$ cat src/rtl/core/dsos_mul.sv
// dsos_mul: shared 33x33 signed multiplier with a registered product
// depends on nothing beyond the clock
`timescale 1ns / 1ps
`default_nettype none

module dsos_mul (
    input  wire logic               i_clk,
    input  wire logic signed [32:0] i_a,
    input  wire logic signed [32:0] i_b,
    output logic signed [65:0]      o_p
);

    logic signed [65:0] r_p;

    // product register, valid the cycle after the operands
    always_ff @(posedge i_clk) begin
        r_p <= i_a * i_b;
    end

    assign o_p = r_p;

endmodule

`default_nettype wire

$ cat config.mk
export PLATFORM = sky130hd
export DESIGN_NAME = dsos_mul
export DESIGN_NICKNAME = d
export VERILOG_FILES = /design/src/rtl/core/dsos_mul.sv
export SDC_FILE = /design/constraint.sdc
export NUM_CORES = 2
export LEC_CHECK = 0
export CAP_MARGIN = 15
export CORE_UTILIZATION = 35
export CTS_BUF_LIST = sky130_fd_sc_hd__clkbuf_16
export DETAILED_ROUTE_END_ITERATION = 8
export DONT_BUFFER_PORTS = 1
export PLACE_DENSITY = 0.56
export SLEW_MARGIN = 5
export SYNTH_ARGS = -nofsm -noshare
export SYNTH_HDL_FRONTEND = slang
export SYNTH_SLANG_ARGS = --single-unit
$ cat constraint.sdc
create_clock -name i_clk -period 27.9 [get_ports i_clk]
set_clock_uncertainty 0.15 [all_clocks]
set_input_delay 5.58 -clock i_clk [delete_from_list [all_inputs] [get_ports i_clk]]
set_output_delay 5.58 -clock i_clk [all_outputs]
set_load 0.01 [all_outputs]
Yosys cells after proc, flatten, opt, wreduce, memory -nomap -nowiden
Cells that the tools add are included.
{"block": "totals", "wordCells": 2, "reg_bits": 66, "inputBits": 67, "out_inout_bits": 66}
{"block": "op_classes", "multipliers": 1}
{"op": "$mul 33x33->66", "n": 1}

Longest topological paths before layout
{"block": "logic_depth", "ltp_word": 1, "mapped_depth": 27, "depth_no_buf": 26}

Least setup slack after synthesis
OpenSTA, ideal clock, no wires.
{"block": "synth_path", "path_kind": "in2reg", "startpoint": "input port i_a[32]", "endpoint": "register r_p[62] (netlist: o_p[62])", "required_time_ns": 27.671, "setup_slack_ns": 14.934, "arrival_ns": 12.737, "setup_ns": 0.079, "stages": 23, "path_cell_list": "clkbuf_1 > nand2_1 > inv_1 > fa_1 > fa_1 > fa_1 > fa_1 > fa_1 > fa_1 > fa_1 > inv_1 > fa_1 > inv_1 > ha_1 > clkbuf_1 > and3_1 > nand3_1 > nand2b_1 > a2111oi_4 > a211oi_4 > a21o_2 > a21o_1 > a211oi_2"}
{"block": "synth_via", "elab_chain_len": 1}
{"item": "start, declared", "line_no": "8", "text": "input wire logic signed [32:0] i_a,"}
{"item": "$mul 33x33->66", "line_no": "17", "text": "r_p <= i_a * i_b;"}
{"item": "end signal, assigned", "line_no": "17"}
{"item": "end, declared", "line_no": "13", "text": "logic signed [65:0] r_p;"}
No other way between the ends.

Final worst setup path
{"block": "layout_path", "startpoint": "input port i_b[0]", "endpoint": "register r_p[64] (netlist: o_p[64])"}
{"block": "layout_via", "elab_chain_len": 1}
{"item": "start, declared", "line_no": "9", "text": "input wire logic signed [32:0] i_b,"}
{"item": "$mul 33x33->66", "line_no": "17"}
No other way between the ends.

==> impl_metrics.py <==
metrics = {
    "worst_setup_path": {
        "critPathTopFamily": "adder cells",
        "max_stage_delay_ns": 1.00,
        "path_buf_inv": 3,
        "worstPathRequired_ns": 28.06,
        "end_kind": "flop",
        "cp.arrival_ns": 13.59,
        "crit_path_max_fanout": 33,
        "crit_type": "input port to flop",
        "crit_top_cell": "fa_1",
        "crit_path_top_delay_cell": "fa_1",
        "start_kind": "input port",
        "path_cells": "nand2_1, inv_1, fa_1, fa_1, fa_1, fa_1, fa_1, fa_1, fa_1, inv_1, fa_1, inv_1, ha_1, nand3_1, nor2_1, nand2_1, nor3_2, o311ai_4, nand3_2, a211oi_1, a311oi_1",
    },
    "clock_tree": {
        "cts.path.max_buffers": 2,
        "cts_tree": "built",
        "cts-hold-fix-buffers": 0,
        "ctsResizeCount": 0,
        "cts_root_buffer": "clkbuf_16",
        "clk_pin_slew_ns": 0.08,
        "htreeDepth": 3,
        "cts.sinks": 66,
        "numCtsBuffers": 9,
        "post-cts-setup-buffers": 0,
    },
    "route": {
        "wl_um": 109000,
        "wl_per_cell_um": 19.3,
        "final_antenna_net_count": 0,
        "first_iter_violations": 1193,
        "via_count": 27200,
        "drc": 0,
        "avgViaCountPerCell": 4.81,
        "first_pass_iters": 5,
    },
    "worst_hold_path": {
        "min_path_type": "input port to flop",
    },
    "place": {
        "io_buffers": 0,
        "hpwl_um": 89700,
        "placed_area_mm2": 0.0418,
        "gp_congestion": 0.877,
        "place_ws_ns": 13.76,
        "dp_cells": 5635,
    },
    "synthesis": {
        "synth-compound-area-share": 0.0407,
        "synthAdderAreaFrac": 0.629,
        "synthMuxAreaShare": 0,
        "postSynthCellCount": 4338,
        "synth_edf_count": 0,
        "synthSimpleGateAreaFrac": 0.158,
        "synth_ff_type": "dfxtp_1",
        "syn_area_per_cell_um2": 9.39,
        "async_reset_ff_frac": 0,
        "yosysUniqueCellTypes": 80,
        "synth_nets": 5767,
        "ys_seq_area_frac": 0.0324,
        "ys_ff_latch": 66,
        "synth_area_mm2": 0.0407,
        "synth_top_family_by_area": "adder cells",
        "synthXorXnorAreaFrac": 0.0146,
        "yosysWarningCount": 0,
    },
    "grt": {
        "grt_pass1_wl_um": 178000,
        "antenna_found_initial": 2,
        "grt_pass1_vias": 30500,
        "grt_use_total": 0.199,
        "grt_overflow": 0,
        "grt_max_degree": 34,
    },
    "floorplan": {
        "dieHeight_um": 343,
        "dieArea_mm2": 0.118,
        "initial_utilization": 0.355,
        "core_mm2": 0.115,
        "die_x_um": 343,
        "pin_count": 133,
        "row_count": 124,
    },
    "final_layout": {
        "area_growth_pct": 3.41,
        "final_layout_size_suffix_gt1_frac": 0.0143,
        "final_cells": 5652,
        "fin_area_mm2": 0.0421,
        "final_common_cell": "fa_1",
        "fin_nets": 5563,
        "final_cell_mix": "fa_1, inv_1, and2_1",
        "largest_register_ffs": 66,
    },
    "timing": {
        "hold_viol": 0,
        "fin_setup_tns_ns": 0,
        "slew_headroom": 0.403,
        "worst_pin_slew_ns": 0.884,
        "rsz0062_at_grt": "false",
        "finalSetupViolCount": 0,
        "layout_setup_ws_ns": 14.47,
        "fin_crit_sh": 0.481,
        "slew_violations": 0,
        "fmaxAchievable_mhz": 74.5,
        "min_period_ns": 13.43,
    },
    "outcome": {
        "status": "completed",
    },
    "run": {
        "max_cap_violations": 0,
    },
}
## cell usage after synthesis (all sizes together) (3+ instances only)
library cell	instances	area share
nor4	3	0.00083
a31oi	9	0.0015
a21boi	3	0.00083
buf	13	0.0017
fa	1145	0.56
xor2	25	0.0054
or2	3	0.00046
a221oi	3	0.0011
nand3	26	0.0033
inv	1131	0.10
nor2b	5	0.00077
o211ai	5	0.0013
a211oi	11	0.0027
o31ai	7	0.0025
xnor2	43	0.0092
a211o	6	0.0013
a21o	38	0.0071
o21bai	11	0.0020
and3	6	0.0010
o21ai	33	0.0042
o21a	6	0.0011
nor3	7	0.00086
nor2	68	0.0063
nand2	551	0.051
and4	5	0.0011
a21oi	61	0.0080
ha	217	0.067
clkbuf	208	0.019
and2	563	0.087
nand4	12	0.0020
dfxtp	66	0.032
or3	3	0.00046
nand2b	12	0.0018
## kinds of logic after synthesis
group	Yosys count
xor+xnor	68
compound gates	219
fa+ha+maj	1362
buf+inv	1352
simple gates	1271
flops	66
## per-layer routing
metal / wire (um) / global-route usage / part of all wire
met1: 45200 / 0.259 / 0.41
met2: 54300 / 0.336 / 0.50
met3: 6480 / 0.0351 / 0.059
met4: 3300 / 0.0594 / 0.030
met5: 0 / 0 / 0
## final cells by class
cell class / count / area, um^2
sequential: 66 / 1320
fill: 11700 / 72700
antenna: 1 / 2.50
clock buffer: 9 / 225
timing repair buffer: 6 / 45.0
multi-input combinational: 2920 / 34300
clock inverter: 7 / 68.8
tap: 1512 / 1890
inverter: 1131 / 4250
## worst paths after layout
path	from	end	slack, ns	cells past startpoint
worst max-delay path	i_b[0]	o_p[64]	14.47	21
worst min-delay path	i_b[0]	o_p[0]	5.22	1
## stage by stage
stage	hold WS, ns	util
after floorplan	5.56	-
after global placement	5.64	0.364
after detailed placement	5.63	0.364
after CTS	5.20	0.367
after global routing	5.22	0.367
final	5.22	0.367
Power is left out: the tool's default activity adds up to more than one toggle a clock period on the data nets, which glitch-free logic cannot reach.
