**config.mk**
```make
export PLATFORM = sky130hd
export DESIGN_NAME = dsos_iter
export DESIGN_NICKNAME = d
export VERILOG_FILES = /design/src/rtl/core/dsos_pkg.sv /design/src/rtl/core/dsos_iter.sv
export SDC_FILE = /design/constraint.sdc
export NUM_CORES = 1
export LEC_CHECK = 0
export BUFFER_PORTS_ARGS = -buffer_cell sky130_fd_sc_hd__buf_2
export CAP_MARGIN = 20
export CORE_MARGIN = 1.5
export CORE_UTILIZATION = 56
export CTS_CLUSTER_SIZE = 25
export DETAILED_ROUTE_END_ITERATION = 7
export PLACE_DENSITY = 0.84
export SYNTH_ARGS = -nofsm -noshare
export SYNTH_HDL_FRONTEND = slang
export SYNTH_SLANG_ARGS = --single-unit
```
**constraint.sdc**
```tcl
create_clock -name i_clk -period 5.2 [get_ports i_clk]
set_input_delay 1.04 -clock i_clk [delete_from_list [all_inputs] [get_ports i_clk]]
set_output_delay 1.04 -clock i_clk [all_outputs]
set_load 0.01 [all_outputs]
```
**src/rtl/core/dsos_pkg.sv**
```systemverilog
// dsos_pkg: shared constants and the saturation helper for the damped spring offset block
// used by dsos_iter, damped_spring_offset_step_top and the test benches; depends on nothing
`timescale 1ns / 1ps
`default_nettype none

package dsos_pkg;

    // fixed point format and reset values
    localparam int DSOS_FRAC_BITS   = 16;
    localparam int DSOS_STEP_BITS   = 16;
    localparam int DSOS_SPRING_INT  = 5000;
    localparam int DSOS_DAMP_INT    = 10;
    localparam logic [15:0] DSOS_MAX_STEP_RST = 16'd1311;

    // item commands
    localparam logic [1:0] CMD_TICK  = 2'd0;
    localparam logic [1:0] CMD_KICK  = 2'd1;
    localparam logic [1:0] CMD_RESET = 2'd2;

    // iterative unit modes
    localparam logic MODE_SQRT = 1'b0;
    localparam logic MODE_DIV  = 1'b1;

    localparam logic signed [31:0] S32_MAX = 32'sh7FFF_FFFF;
    localparam logic signed [31:0] S32_MIN = 32'sh8000_0000;

    // clamp a wide signed value to the signed 32 bit range
    function automatic logic signed [31:0] sat32(input logic signed [65:0] v);
        logic signed [31:0] r;
        if (v > 66'sd2147483647) begin
            r = S32_MAX;
        end else if (v < -66'sd2147483648) begin
            r = S32_MIN;
        end else begin
            r = v[31:0];
        end
        return r;
    endfunction

endpackage

`default_nettype wire

```
**src/rtl/core/dsos_iter.sv**
```systemverilog
// dsos_iter: shared shift-subtract unit for square root (2 bits a cycle)
// and signed 64 by unsigned 32 bit truncating division (1 bit a cycle); uses dsos_pkg
`timescale 1ns / 1ps
`default_nettype none

module dsos_iter
    import dsos_pkg::*;
(
    input  wire logic        i_clk,
    input  wire logic        i_rst_n,
    input  wire logic        i_start,
    input  wire logic        i_mode,
    input  wire logic [63:0] i_num,
    input  wire logic [31:0] i_den,
    output logic             o_done,
    output logic [31:0]      o_res
);

    logic [63:0] r_sh;
    logic [35:0] r_rem;
    logic [31:0] r_root;
    logic [31:0] r_den;
    logic [6:0]  r_cnt;
    logic        r_mode;
    logic        r_neg;
    logic        r_busy;
    logic        r_done;

    logic [35:0] part;
    logic [35:0] cand;
    logic [35:0] diff;
    logic        ge;
    logic [63:0] mag;
    logic [63:0] num_abs;

    // shared partial remainder compare and subtract
    always_comb begin
        if (r_mode == MODE_SQRT) begin
            part = {r_rem[33:0], r_sh[63:62]};
            cand = {2'b00, r_root, 2'b01};
        end else begin
            part = {r_rem[34:0], r_sh[63]};
            cand = {4'b0000, r_den};
        end
        ge   = (part >= cand);
        diff = part - cand;
    end

    assign num_abs = (i_mode == MODE_DIV && i_num[63]) ? (64'd0 - i_num) : i_num;

    // sequencer of the digit steps
    always_ff @(posedge i_clk) begin
        if (!i_rst_n) begin
            r_busy <= 1'b0;
            r_done <= 1'b0;
            r_cnt  <= '0;
        end else begin
            r_done <= 1'b0;
            if (i_start) begin
                r_busy <= 1'b1;
                r_mode <= i_mode;
                r_neg  <= (i_mode == MODE_DIV) && i_num[63];
                r_sh   <= num_abs;
                r_den  <= i_den;
                r_rem  <= '0;
                r_root <= '0;
                r_cnt  <= (i_mode == MODE_SQRT) ? 7'd32 : 7'd64;
            end else if (r_busy) begin
                r_rem <= ge ? diff : part;
                if (r_mode == MODE_SQRT) begin
                    r_root <= {r_root[30:0], ge};
                    r_sh   <= {r_sh[61:0], 2'b00};
                end else begin
                    r_sh <= {r_sh[62:0], ge};
                end
                r_cnt <= r_cnt - 7'd1;
                if (r_cnt == 7'd1) begin
                    r_busy <= 1'b0;
                    r_done <= 1'b1;
                end
            end
        end
    end

    // result: root, or signed quotient clamped to 32 bits
    assign mag = r_sh;
    always_comb begin
        if (r_mode == MODE_SQRT) begin
            o_res = r_root;
        end else if (r_neg) begin
            o_res = (mag > 64'h0000_0000_8000_0000) ? S32_MIN : (32'd0 - mag[31:0]);
        end else begin
            o_res = (mag > 64'h0000_0000_7FFF_FFFF) ? S32_MAX : mag[31:0];
        end
    end

    assign o_done = r_done;

endmodule

`default_nettype wire

```
; Word level (Yosys, flattened, before mapping)
; Index checks and enable logic that the tools add are counted.
[word_totals]
regBits = 174
inputBits = 100
wordCells = 47
[classes]
addsub = 4
n_lt_le_gt_ge = 3
eq_ne = 2
n_mux = 21
bitwise = 2
reduce_logical = 6
[ops]
columns = operator, count
row1 = 64-bit two-way mux, 4
row2 = 32-bit two-way mux, 6
row3 = 35-bit two-way mux, 2
row4 = 64-bit by 31-bit greater-than comparator with 1-bit output (second input constant), 1
row5 = 64-bit by 32-bit greater-than comparator with 1-bit output (second input constant), 1
row6 = 1-bit by 64-bit subtractor with 64-bit output (first input constant), 1
row7 = 36-bit by 34-bit greater-or-equal comparator with 1-bit output, 1
row8 = 36-bit two-way mux, 1
row9 = 35-bit by 34-bit subtractor with 35-bit output, 1
row10 = 34-bit two-way mux, 1
row11 = 1-bit by 32-bit subtractor with 32-bit output (first input constant), 1
row12 = 7-bit two-way mux, 3
row13 = 7-bit by 1-bit equality test with 1-bit output (second input constant), 1
row14 = 7-bit by 1-bit subtractor with 7-bit output (second input constant), 1
row15 = 1-bit two-way mux, 4
row16 = 2-bit AND reduction, 2
row17 = 3-bit AND reduction, 1
row18 = 3-bit OR reduction, 1
row19 = 2-bit inequality test (second input constant), 1
row20 = 1-bit inverter, 2
row21 = 2-bit nonzero test, 1
row22 = 1-bit logical AND, 1

; Logic depth before layout (Yosys ltp)
; Gate-level depths: netlist of the first run.
[depth]
ltp_word = 5
depth_mapped = 19

; Worst setup path after synthesis of the first run
; Ideal clock, no wire load.
[synth_timing]
path_type = register to register
from = reg r_mode
to = reg r_rem[34] (data pin)
t_arrival_ps = 4137
setup_slack_ps = 807
path_stages_with_launch = 19
path_buffers = 7
synth_period_minus_slack_ps = 4393
cell_sequence = edfxtp_1 > buf_2 > buf_1 > clkbuf_1 > buf_1 > clkbuf_1 > a21oi_1 > ha_1 > clkbuf_1 > and2_1 > nand3_1 > or2_2 > nor3_1 > nor2_1 > nor3_1 > o21a_1 > buf_2 > a311oi_1 > a41o_1
[synth_between]
elab_chain_cells = 4
[synth_rtl]
columns = item, line_no
row1 = start: declaration, dsos_iter.sv:24  ; logic r_mode;
row2 = start signal: assignment, dsos_iter.sv:61  ; r_mode <= i_mode;
row3 = 36-bit two-way mux / 34-bit two-way mux (equally long branches), dsos_iter.sv:38  ; if (r_mode == MODE_SQRT) begin
row4 = 35-bit by 34-bit subtractor with 35-bit output / 36-bit by 34-bit greater-or-equal comparator with 1-bit output (equally long branches), "dsos_iter.sv:46, dsos_iter.sv:45"
row5 = 35-bit two-way mux *, dsos_iter.sv:69  ; r_rem <= ge ? diff : part;
row6 = 35-bit two-way mux *, dsos_iter.sv:68  ; end else if (r_busy) begin
row7 = end signal: assignment, dsos_iter.sv:69
row8 = end: declaration, dsos_iter.sv:20  ; logic [35:0] r_rem;
; Every way passes the cells marked *; elsewhere a longest branch is shown, timed or not. The select of a mux whose other input is x is not followed.
; A chain may end at the register's enable or synchronous reset.

; Final worst setup path of the first run
[layout_timing]
from = reg r_sh[0], in the netlist mag[0]
to = out o_res[6]
[layout_between]
elab_chain_cells = 4
[layout_rtl]
columns = item, line_no
row1 = start: declaration, dsos_iter.sv:19  ; logic [63:0] r_sh;
row2 = start signal: assignment, dsos_iter.sv:63  ; r_sh <= num_abs;
row3 = start signal: assignment, dsos_iter.sv:72  ; r_sh <= {r_sh[61:0], 2'b00};
row4 = start signal: assignment, dsos_iter.sv:74  ; r_sh <= {r_sh[62:0], ge};
row5 = 64-bit by 31-bit greater-than comparator with 1-bit output (tied with other cells), dsos_iter.sv:93  ; o_res = (mag > 64'h0000_0000_7FFF_FFFF) ? S32_MAX : mag[31:0];
row6 = "32-bit two-way mux, on equally long branches", "dsos_iter.sv:93, dsos_iter.sv:91"
row7 = 32-bit two-way mux *, dsos_iter.sv:90  ; end else if (r_neg) begin
row8 = 32-bit two-way mux *, dsos_iter.sv:88  ; if (r_mode == MODE_SQRT) begin
row9 = end: declaration, dsos_iter.sv:16  ; output logic [31:0] o_res
; Every way passes the cells marked *; elsewhere a longest branch is shown, timed or not.

==> results of run 1 <==
==> worst paths after layout <==
path            start        to  slack [ns]  cells past startpoint
max reg2reg    r_mode  r_rem[0]        0.85                     14
min          r_cnt[1]  r_cnt[1]        0.52                      2
min reg2reg  r_cnt[1]  r_cnt[1]        0.52                      2
max            mag[0]  o_res[6]        0.27                     10
==> flip-flops by register name, indices dropped and copies added (netlist names) <==
name,count
r_rem,35
r_busy,1
r_den,32
r_neg,1
mag,64
o_done,1
r_cnt,7
r_root,32
r_mode,1
==> tightest hold or removal path, stage by stage, from the launching register on <==
cell and delay (ns):
dfxtp_1 0.32, nor2_1 0.10, a211oi_1 0.05
==> final cells by class <==
class                           instances  area [sq um]
Clock buffer                           17           425
Fill cell                            1821          8240
Inverter                               39           148
Clock inverter                         15           153
Tap cell                              285           357
Sequential cell                       174          5130
Multi-Input combinational cell       1090          7200
Timing Repair Buffer                  154           841
==> cell usage in the layout, fill, tap and decap left out, types with 18 or more instances in the layout <==
cell      synthesis  layout
edfxtp_1        165     165
nand2_1         164     164
buf_2             4     131
o21ai_0         123     122
nor2_1          106     106
mux2i_1          85      85
a21oi_1          82      81
xnor2_1          61      61
xor2_1           47      47
nor3_1           42      42
inv_1            39      38
ha_1             38      38
nor2b_1          36      36
mux2_2           36      36
buf_4             1      22
nor4_1           20      20
o31ai_1          19      19
a21o_1           18      18
==> routing by layer <==
metal  vias to the layer above  part of all wire, %  track usage [%]
li1                       5282                    -                -
met1                      5304                   42             36.5
met2                       434                   48             47.4
met3                        82                  6.0             4.23
met4                         0                  3.3             11.0
met5                         -                    0                0
==> timing repair <==
| action | CTS | global route |
|---|---|---|
| resized for setup | 0 | 1 |
| endpoints found under the setup margin | 0 | 7 |
| setup buffers | 0 | 3 |
==> cell families after synthesis <==
kind of cell	Yosys count
flops	174
xor+xnor	108
mux	121
buf+inv	119
compound gates	343
simple gates	479
fa+ha+maj	39
==> where the power goes <==
group | switching (mW) | internal (mW) | leakage, nW | total [mW]
clock | 0.626 | 0.641 | 0.284 | 1.27
sequential | 0.0956 | 1.71 | 1.66 | 1.81
combinational | 0.906 | 0.622 | 3.71 | 1.53
total | 1.63 | 2.98 | 5.65 | 4.60
==> stage by stage <==
stage	utilization, %	std cells	cell area, sq um	power, mW	setup WS (ns)
6_report	63.4	1774	14300	4.60	0.275
3_5_place_dp	60.7	1739	13700	3.32	0.551
3_3_place_gp	60.7	1739	13700	3.28	0.601
2_1_floorplan	-	1383	12800	2.93	0.807
5_1_grt	63.4	1774	14300	4.83	0.103
4_1_cts	63.2	1771	14200	4.59	0.0279
==> impl_metrics.json, run 1 <==
{
  "drv_cap": 0,
  "avgSynthCellArea_sq_um": 9.25,
  "tightest_slew_ns": 0.894,
  "antenna_cells": 0,
  "ys.flop_type": "edfxtp_1",
  "dieArea_sq_mm": 0.0238,
  "grt_max_degree": 102,
  "skew_ns": 0.0114,
  "vias": 11102,
  "placementRows": 55,
  "postSynthCellCount": 1383,
  "rsz0062_at_grt": "no",
  "leakagePower_nw": 5.65,
  "detail_route.wirelength_microns": 33700,
  "worstSkewPairLatency_ns": 0.44,
  "core-area_sq_mm": 0.0225,
  "synth_simple_gate_area_share_pct": 18.3,
  "synth_edf_count": 165,
  "crit_type": "flip-flop to output port",
  "cp_num_buf_inv": 3,
  "hpwl_microns": 24900,
  "worstSetupStartpointType": "flip-flop",
  "ctsRootBufferMaster": "clkbuf_16",
  "cp_data_arrival_time_ns": 3.89,
  "via_per_inst": 6.26,
  "synthMuxAreaShare_pct": 9.82,
  "yosys-top-cells-count": "165 x edfxtp_1, 164 x nand2_1, 123 x o21ai_0",
  "maxSlewViolCount": 0,
  "antenna_found_initial": 0,
  "yosysTopAreaCellShare_pct": 38.7,
  "finalCriticalPeriod_ns": 4.93,
  "synthAdderAreaFrac_pct": 3.87,
  "timing.hold.ws_ns": 0.515,
  "final-setup-viol-count": 0,
  "crit_family": "simple AND/OR/NAND/NOR gates",
  "initial_core_util_pct": 56.9,
  "overflow": 0,
  "port_buffers": 132,
  "synthArstFlopShare_pct": 0,
  "cts_made_buffers": 17,
  "place.gp.congestion": 0.951,
  "area_growth_pct": 11.4,
  "grt_pass1_wl_microns": 53000,
  "wl_per_cell_microns": 19.0,
  "synth_top_family_by_area": "simple AND/OR/NAND/NOR gates",
  "drt_iter0_markers": 984,
  "layout-drive-gt1-share_pct": 16.5,
  "pin_count": 133,
  "yosysTopAreaCell": "edfxtp_1",
  "clockBufferDepth": 2,
  "synth_xor_area_share_pct": 7.39,
  "slew_headroom_pct": 40.0,
  "clk_pin_slew_ns": 0.08,
  "ys_warn_count": 0,
  "hold_viol_final": 0,
  "synth_area_leaders": "edfxtp_1 39%, mux2i_1 6.6%, nand2_1 4.8%",
  "ys_seq_area_share_pct": 40.1,
  "cpMaxStageDelayCell": "or4b_4",
  "worstPathCellList": "inv_1 -> ha_1 -> or4b_4 -> nand4b_4 -> or4_4 -> o41ai_4 -> nand4_4 -> buf_4 -> o311ai_1 -> buf_2",
  "synth.distinct_cells": 75,
  "die_h_microns": 154,
  "drt_first_pass_iters": 5,
  "synth_area_sq_mm": 0.0128,
  "cts_tree": "built",
  "drcViolationCount": 0,
  "syn_nets": 1522,
  "ys_seq_elements": 174,
  "cpPeakStageDelay_ns": 0.52,
  "die_width_microns": 154,
  "yosysMostFrequentCell": "edfxtp_1",
  "setup_tns_ns": 0,
  "cp.required_ns": 4.16,
  "synth-compound-area-share_pct": 16.7,
  "ant_nets": 0,
  "clock_sinks": 174,
  "critical_path.max_fanout": 9,
  "status": "finished clean",
  "grt_pass1_vias": 10395,
  "endpoint_kind": "output port",
  "ir_drop_mv": 0.232,
  "ctsHoldBuffers": 0,
  "power_density_mw_per_mm2": 323,
  "htreeDepth": 4,
  "fin_crit_sh_pct": 94.7,
  "hold_class": "flip-flop to flip-flop",
  "track_usage_pct": 28.1,
  "final_net_count": 1615,
  "fmax_mhz": 203
}
(Power assumes the default switching activity.)
==> inputs of run 2 (changes only) <==
--- a/config.mk
+++ b/config.mk
@@ -8,10 +8,10 @@
 export BUFFER_PORTS_ARGS = -buffer_cell sky130_fd_sc_hd__buf_2
 export CAP_MARGIN = 20
 export CORE_MARGIN = 1.5
-export CORE_UTILIZATION = 56
+export CORE_UTILIZATION = 40
 export CTS_CLUSTER_SIZE = 25
 export DETAILED_ROUTE_END_ITERATION = 7
-export PLACE_DENSITY = 0.84
+export PLACE_DENSITY = 0.66
 export SYNTH_ARGS = -nofsm -noshare
 export SYNTH_HDL_FRONTEND = slang
 export SYNTH_SLANG_ARGS = --single-unit
==> impl_metrics.json, run 2 (synthesis results as in run 1) <==
{
  "status": "finished clean",
  "crit_type": "flip-flop to output port",
  "drt-met1-wl_microns": 16000,
  "setup_tns_ns": 0,
  "power.internal_mw": 3.05,
  "power_density_mw_per_mm2": 318,
  "via_per_inst": 5.73,
  "switching_share_pct": 33.7,
  "initial_core_util_pct": 40.6,
  "combPwrFrac_pct": 33.1,
  "port_buffers": 132,
  "critical_path.max_fanout": 8,
  "rr_endpoint": "r_rem[0]",
  "hpwl_microns": 26500,
  "min_to": "r_cnt[1]",
  "placementRows": 65,
  "grt_pass1_vias": 10094,
  "overflow": 0,
  "finalCriticalPeriod_ns": 5.05,
  "htreeDepth": 4,
  "slew_headroom_pct": 36.8,
  "antenna_cells": 0,
  "die_h_microns": 182,
  "clkPwrFrac_pct": 27.4,
  "cp_data_arrival_time_ns": 4.01,
  "endpoint_kind": "output port",
  "die_width_microns": 182,
  "ant_nets": 0,
  "ctsRootBufferMaster": "clkbuf_16",
  "r2r_cells": 13,
  "worstSetupStartpointType": "flip-flop",
  "area_growth_pct": 12.9,
  "layout_common_cells": "165 x edfxtp_1, 164 x nand2_1, 131 x buf_2, 122 x o21ai_0, 106 x nor2_1",
  "drt_iter0_markers": 877,
  "fmax_mhz": 198,
  "worstHoldStart": "r_cnt[1]",
  "drv_cap": 0,
  "dp_cells": 1858,
  "fill_cells": 3057,
  "pwr-share-seq_pct": 39.5,
  "final-setup-viol-count": 0,
  "power_switching_mw": 1.55,
  "hold_viol_final": 0,
  "wl_per_cell_microns": 18.7,
  "drcViolationCount": 0,
  "clk_pin_slew_ns": 0.07,
  "antenna_found_initial": 0,
  "detail_route.wirelength_microns": 35500,
  "track_usage_pct": 21.3,
  "r2r_start": "r_mode",
  "whs_path_depth": 2,
  "stdcell_count": 1894,
  "pin_count": 133,
  "ir_drop_mv": 0.205,
  "largest_reg_flops": 64,
  "layout-drive-gt1-share_pct": 16.4,
  "dieArea_sq_mm": 0.0331,
  "worstSkewPairLatency_ns": 0.44,
  "leakagePower_nw": 5.66,
  "top_layer": "met4",
  "tightest_slew_ns": 0.942,
  "fin_crit_sh_pct": 97.1,
  "met3_length_microns": 1750,
  "final_common_cell": "edfxtp_1",
  "place.gp.congestion": 0.918,
  "core-area_sq_mm": 0.0316,
  "drt_first_pass_iters": 5,
  "final_net_count": 1619,
  "ctsHoldBuffers": 0,
  "maxSlewViolCount": 0,
  "cts_tree": "built",
  "cts_made_buffers": 17,
  "hold_class": "flip-flop to flip-flop",
  "grt_max_degree": 103,
  "rsz0062_at_grt": "no",
  "cp.required_ns": 4.16,
  "vias": 10850,
  "finalCoreUtilization_pct": 45.8,
  "clock_sinks": 174,
  "skew_ns": 0.0146,
  "clockBufferDepth": 2,
  "regToRegSetupSlack_ns": 0.91,
  "wl_met2_microns": 16900,
  "grt_pass1_wl_microns": 55300
}
-- run 2: cell types whose count changed in the layout (fill, tap and decap cells not counted), moves of 2 or more --
cell | before | now
clkinv_4 | 3 | 1
clkbuf_1 | 0 | 3
clkinv_1 | 0 | 3
clkinv_8 | 2 | 0
bufinv_16 | 0 | 2
buf_4 | 22 | 24
inv_8 | 6 | 0
-- run 2: metrics by stage --
step	cell area (sq um)	hold slack, ns	power, mW	setup slack (ns)
after floorplan	12800	0.471	2.93	0.807
after global placement	13800	0.479	3.33	0.520
after detailed placement	13800	0.494	3.35	0.459
after CTS	14400	0.504	4.61	0.0644
after global routing	14400	0.544	4.85	0.0177
final	14400	0.497	4.59	0.151
-- run 2: how the worst max path moves through the flow --
stage          startpoint        end  slack, ns  depth (start not counted)
5_1_grt            mag[0]   o_res[2]       0.02                         12
3_5_place_dp       mag[0]   o_res[5]       0.46                         10
2_1_floorplan      r_mode  r_rem[34]       0.81                         18
3_3_place_gp       mag[0]   o_res[5]       0.52                         10
6_report           mag[1]  o_res[30]       0.15                         12
4_1_cts            mag[0]   o_res[5]       0.06                         10
-- run 2: layer usage --
layer,GRT usage [%],up-vias
li1,-,5294
met1,28.3,5165
met4,7.17,0
met2,35.8,343
met3,2.85,48
met5,0,-
-- run 2: area by class of cell --
class	count	area, sq um	area share, %
clock buffers	20	437	3.02
clock inverters	11	118	0.814
inverters	39	148	1.02
multi-input cells	1091	7230	50.0
flip-flops and latches	174	5130	35.5
well taps	402	503	3.48
repair buffers	157	883	6.11
-- run 2: power by group through the flow --
| stage | clock (mW) | combinational, mW | sequential [mW] |
|---|---|---|---|
| 2_1_floorplan | 0 | 1.13 | 1.80 |
| 3_3_place_gp | 0 | 1.49 | 1.84 |
| 3_5_place_dp | 0 | 1.51 | 1.84 |
| 4_1_cts | 1.28 | 1.52 | 1.81 |
| 5_1_grt | 1.33 | 1.69 | 1.83 |
| 6_report | 1.26 | 1.52 | 1.81 |
-- run 2: repair_timing --
action | CTS | global route
pin swaps | 2 | 3
setup buffers | 0 | 4
resized for setup | 1 | 2
gates cloned | 1 | 0
setup endpoints to repair | 4 | 13
-- run 2: critical path, cell delays in order (launching register included) --
cell and delay (ns):
edfxtp_1 0.45, inv_1 0.12, ha_2 0.24, or4b_4 0.52
nand4b_4 0.22, or4_4 0.48, o41ai_4 0.43, nand4_4 0.21
buf_12 0.22, o311ai_0 0.26, o21ai_1 0.11, nand3_1 0.15
buf_2 0.16
==> inputs of run 3 (changes only) <==
--- a/config.mk
+++ b/config.mk
@@ -11,6 +11,7 @@
 export CORE_UTILIZATION = 40
 export CTS_CLUSTER_SIZE = 25
 export DETAILED_ROUTE_END_ITERATION = 7
+export GPL_TIMING_DRIVEN = 0
 export PLACE_DENSITY = 0.66
 export SYNTH_ARGS = -nofsm -noshare
 export SYNTH_HDL_FRONTEND = slang
==> impl_metrics.json, run 3 (synthesis results as in run 1) <==
{
  "r2r_start": "r_mode",
  "clk_pin_slew_ns": 0.08,
  "setup_tns_ns": 0,
  "worstSkewPairLatency_ns": 0.45,
  "grt_max_degree": 70,
  "grt_use_met3_pct": 3.13,
  "ant_nets": 0,
  "via_per_inst": 5.75,
  "slew_headroom_pct": 36.4,
  "hpwl_microns": 30100,
  "dieArea_sq_mm": 0.0331,
  "leakagePower_nw": 5.73,
  "finalCriticalPeriod_ns": 5.16,
  "core-area_sq_mm": 0.0316,
  "layout-drive-gt1-share_pct": 15.8,
  "use_met1_pct": 29.4,
  "busiest_layer": "met2",
  "stdcell_count": 1948,
  "worstSetupStartpointType": "flip-flop",
  "drv_cap": 0,
  "area_growth_pct": 14.4,
  "cts_made_buffers": 17,
  "clock_sinks": 174,
  "cts_tree": "built",
  "antenna_found_initial": 0,
  "drt_iter0_markers": 816,
  "critical_path.max_fanout": 10,
  "place.gp.congestion": 0.921,
  "final_common_cell": "edfxtp_1",
  "final_net_count": 1672,
  "wl_per_cell_microns": 19.9,
  "clockBufferDepth": 2,
  "hold_viol_final": 0,
  "placementRows": 65,
  "initial_core_util_pct": 40.6,
  "port_buffers": 131,
  "met2_usage_pct": 40.8,
  "finalCoreUtilization_pct": 46.4,
  "fmax_mhz": 194,
  "skew_ns": 0.0196,
  "worstHoldStart": "r_cnt[1]",
  "fin_ws_ns": 0.0447,
  "rsz0062_at_grt": "yes",
  "grt_pass1_vias": 10855,
  "cp_data_arrival_time_ns": 4.12,
  "detail_route.wirelength_microns": 38800,
  "ctsRootBufferMaster": "clkbuf_16",
  "htreeDepth": 4,
  "drt_first_pass_iters": 5,
  "overflow": 0,
  "power_density_mw_per_mm2": 323,
  "drcViolationCount": 0,
  "final-setup-viol-count": 0,
  "status": "finished clean",
  "antenna_cells": 0,
  "grt_pass1_wl_microns": 59500,
  "pre_cts_ws_ns": -1.64,
  "fill_cells": 3078,
  "largest_reg_flops": 64,
  "fin_crit_sh_pct": 99.1,
  "die_h_microns": 182,
  "crit_start": "mag[0]",
  "timing.hold.ws_ns": 0.503,
  "maxSlewViolCount": 0,
  "tightest_slew_ns": 0.953,
  "crit_type": "flip-flop to output port",
  "ir_drop_mv": 0.248,
  "vias": 11195,
  "die_width_microns": 182,
  "dp_cells": 1918,
  "cp.required_ns": 4.16,
  "hold_class": "flip-flop to flip-flop",
  "track_usage_pct": 23.4,
  "layout_common_cells": "165 x edfxtp_1, 164 x nand2_1, 138 x buf_2, 122 x o21ai_0, 106 x nor2_1",
  "endpoint_kind": "output port",
  "pin_count": 133
}
## run 3: area by class of cell
cell class	instances	area [sq um]	share of cell area, %
buffer	78	339	2.32
clock buffer	19	475	3.25
clock inverter	13	134	0.914
inverter	39	149	1.02
multi-input combinational	1090	7200	49.2
sequential	174	5130	35.1
tap	402	503	3.44
timing repair buffer	133	703	4.80
## run 3: routing by layer
metal | routed length [microns] | vias up
li1 | - | 5402
met1 | 16600 | 5320
met2 | 18800 | 403
met3 | 2180 | 70
met4 | 1210 | 0
met5 | 0 | -
## run 3: per-stage QoR
step | power [mW] | instance area (sq um)
floorplan | 2.93 | 12800
global placement | 3.37 | 14000
detailed placement | 3.39 | 14000
CTS | 4.72 | 14600
global route | 4.96 | 14600
finish | 4.73 | 14600
## run 3: where the power goes
part           leakage, nW  internal (mW)  switching (mW)  total [mW]
clock network        0.304          0.698           0.643        1.34
logic                 3.76          0.624           0.958        1.58
registers             1.66           1.71          0.0898        1.80
## run 3: final timing paths
check | end | slack [ns] | cells after the start
worst max-delay path | o_res[28] | 0.04 | 10
worst min-delay path | r_cnt[1] | 0.50 | 2
worst max register to register | r_rem[12] | 0.26 | 17
worst min register to register | r_cnt[1] | 0.50 | 2
## run 3: repair_timing
item | CTS | global route
resized for setup | 10 | 8
hold buffers | 0 | 0
pin swaps | 0 | 0
setup buffers | 0 | 0
cloned | 0 | 0
endpoints found under the setup margin | 37 | 22
## run 3: critical path, stage by stage, from the launching register on
cell      delay, ns
edfxtp_1       0.45
inv_1          0.10
ha_1           0.26
or4b_4         0.52
nand4b_4       0.21
or4_4          0.48
o41ai_4        0.46
nand4_4        0.19
buf_2          0.24
o311ai_1       0.50
buf_2          0.24
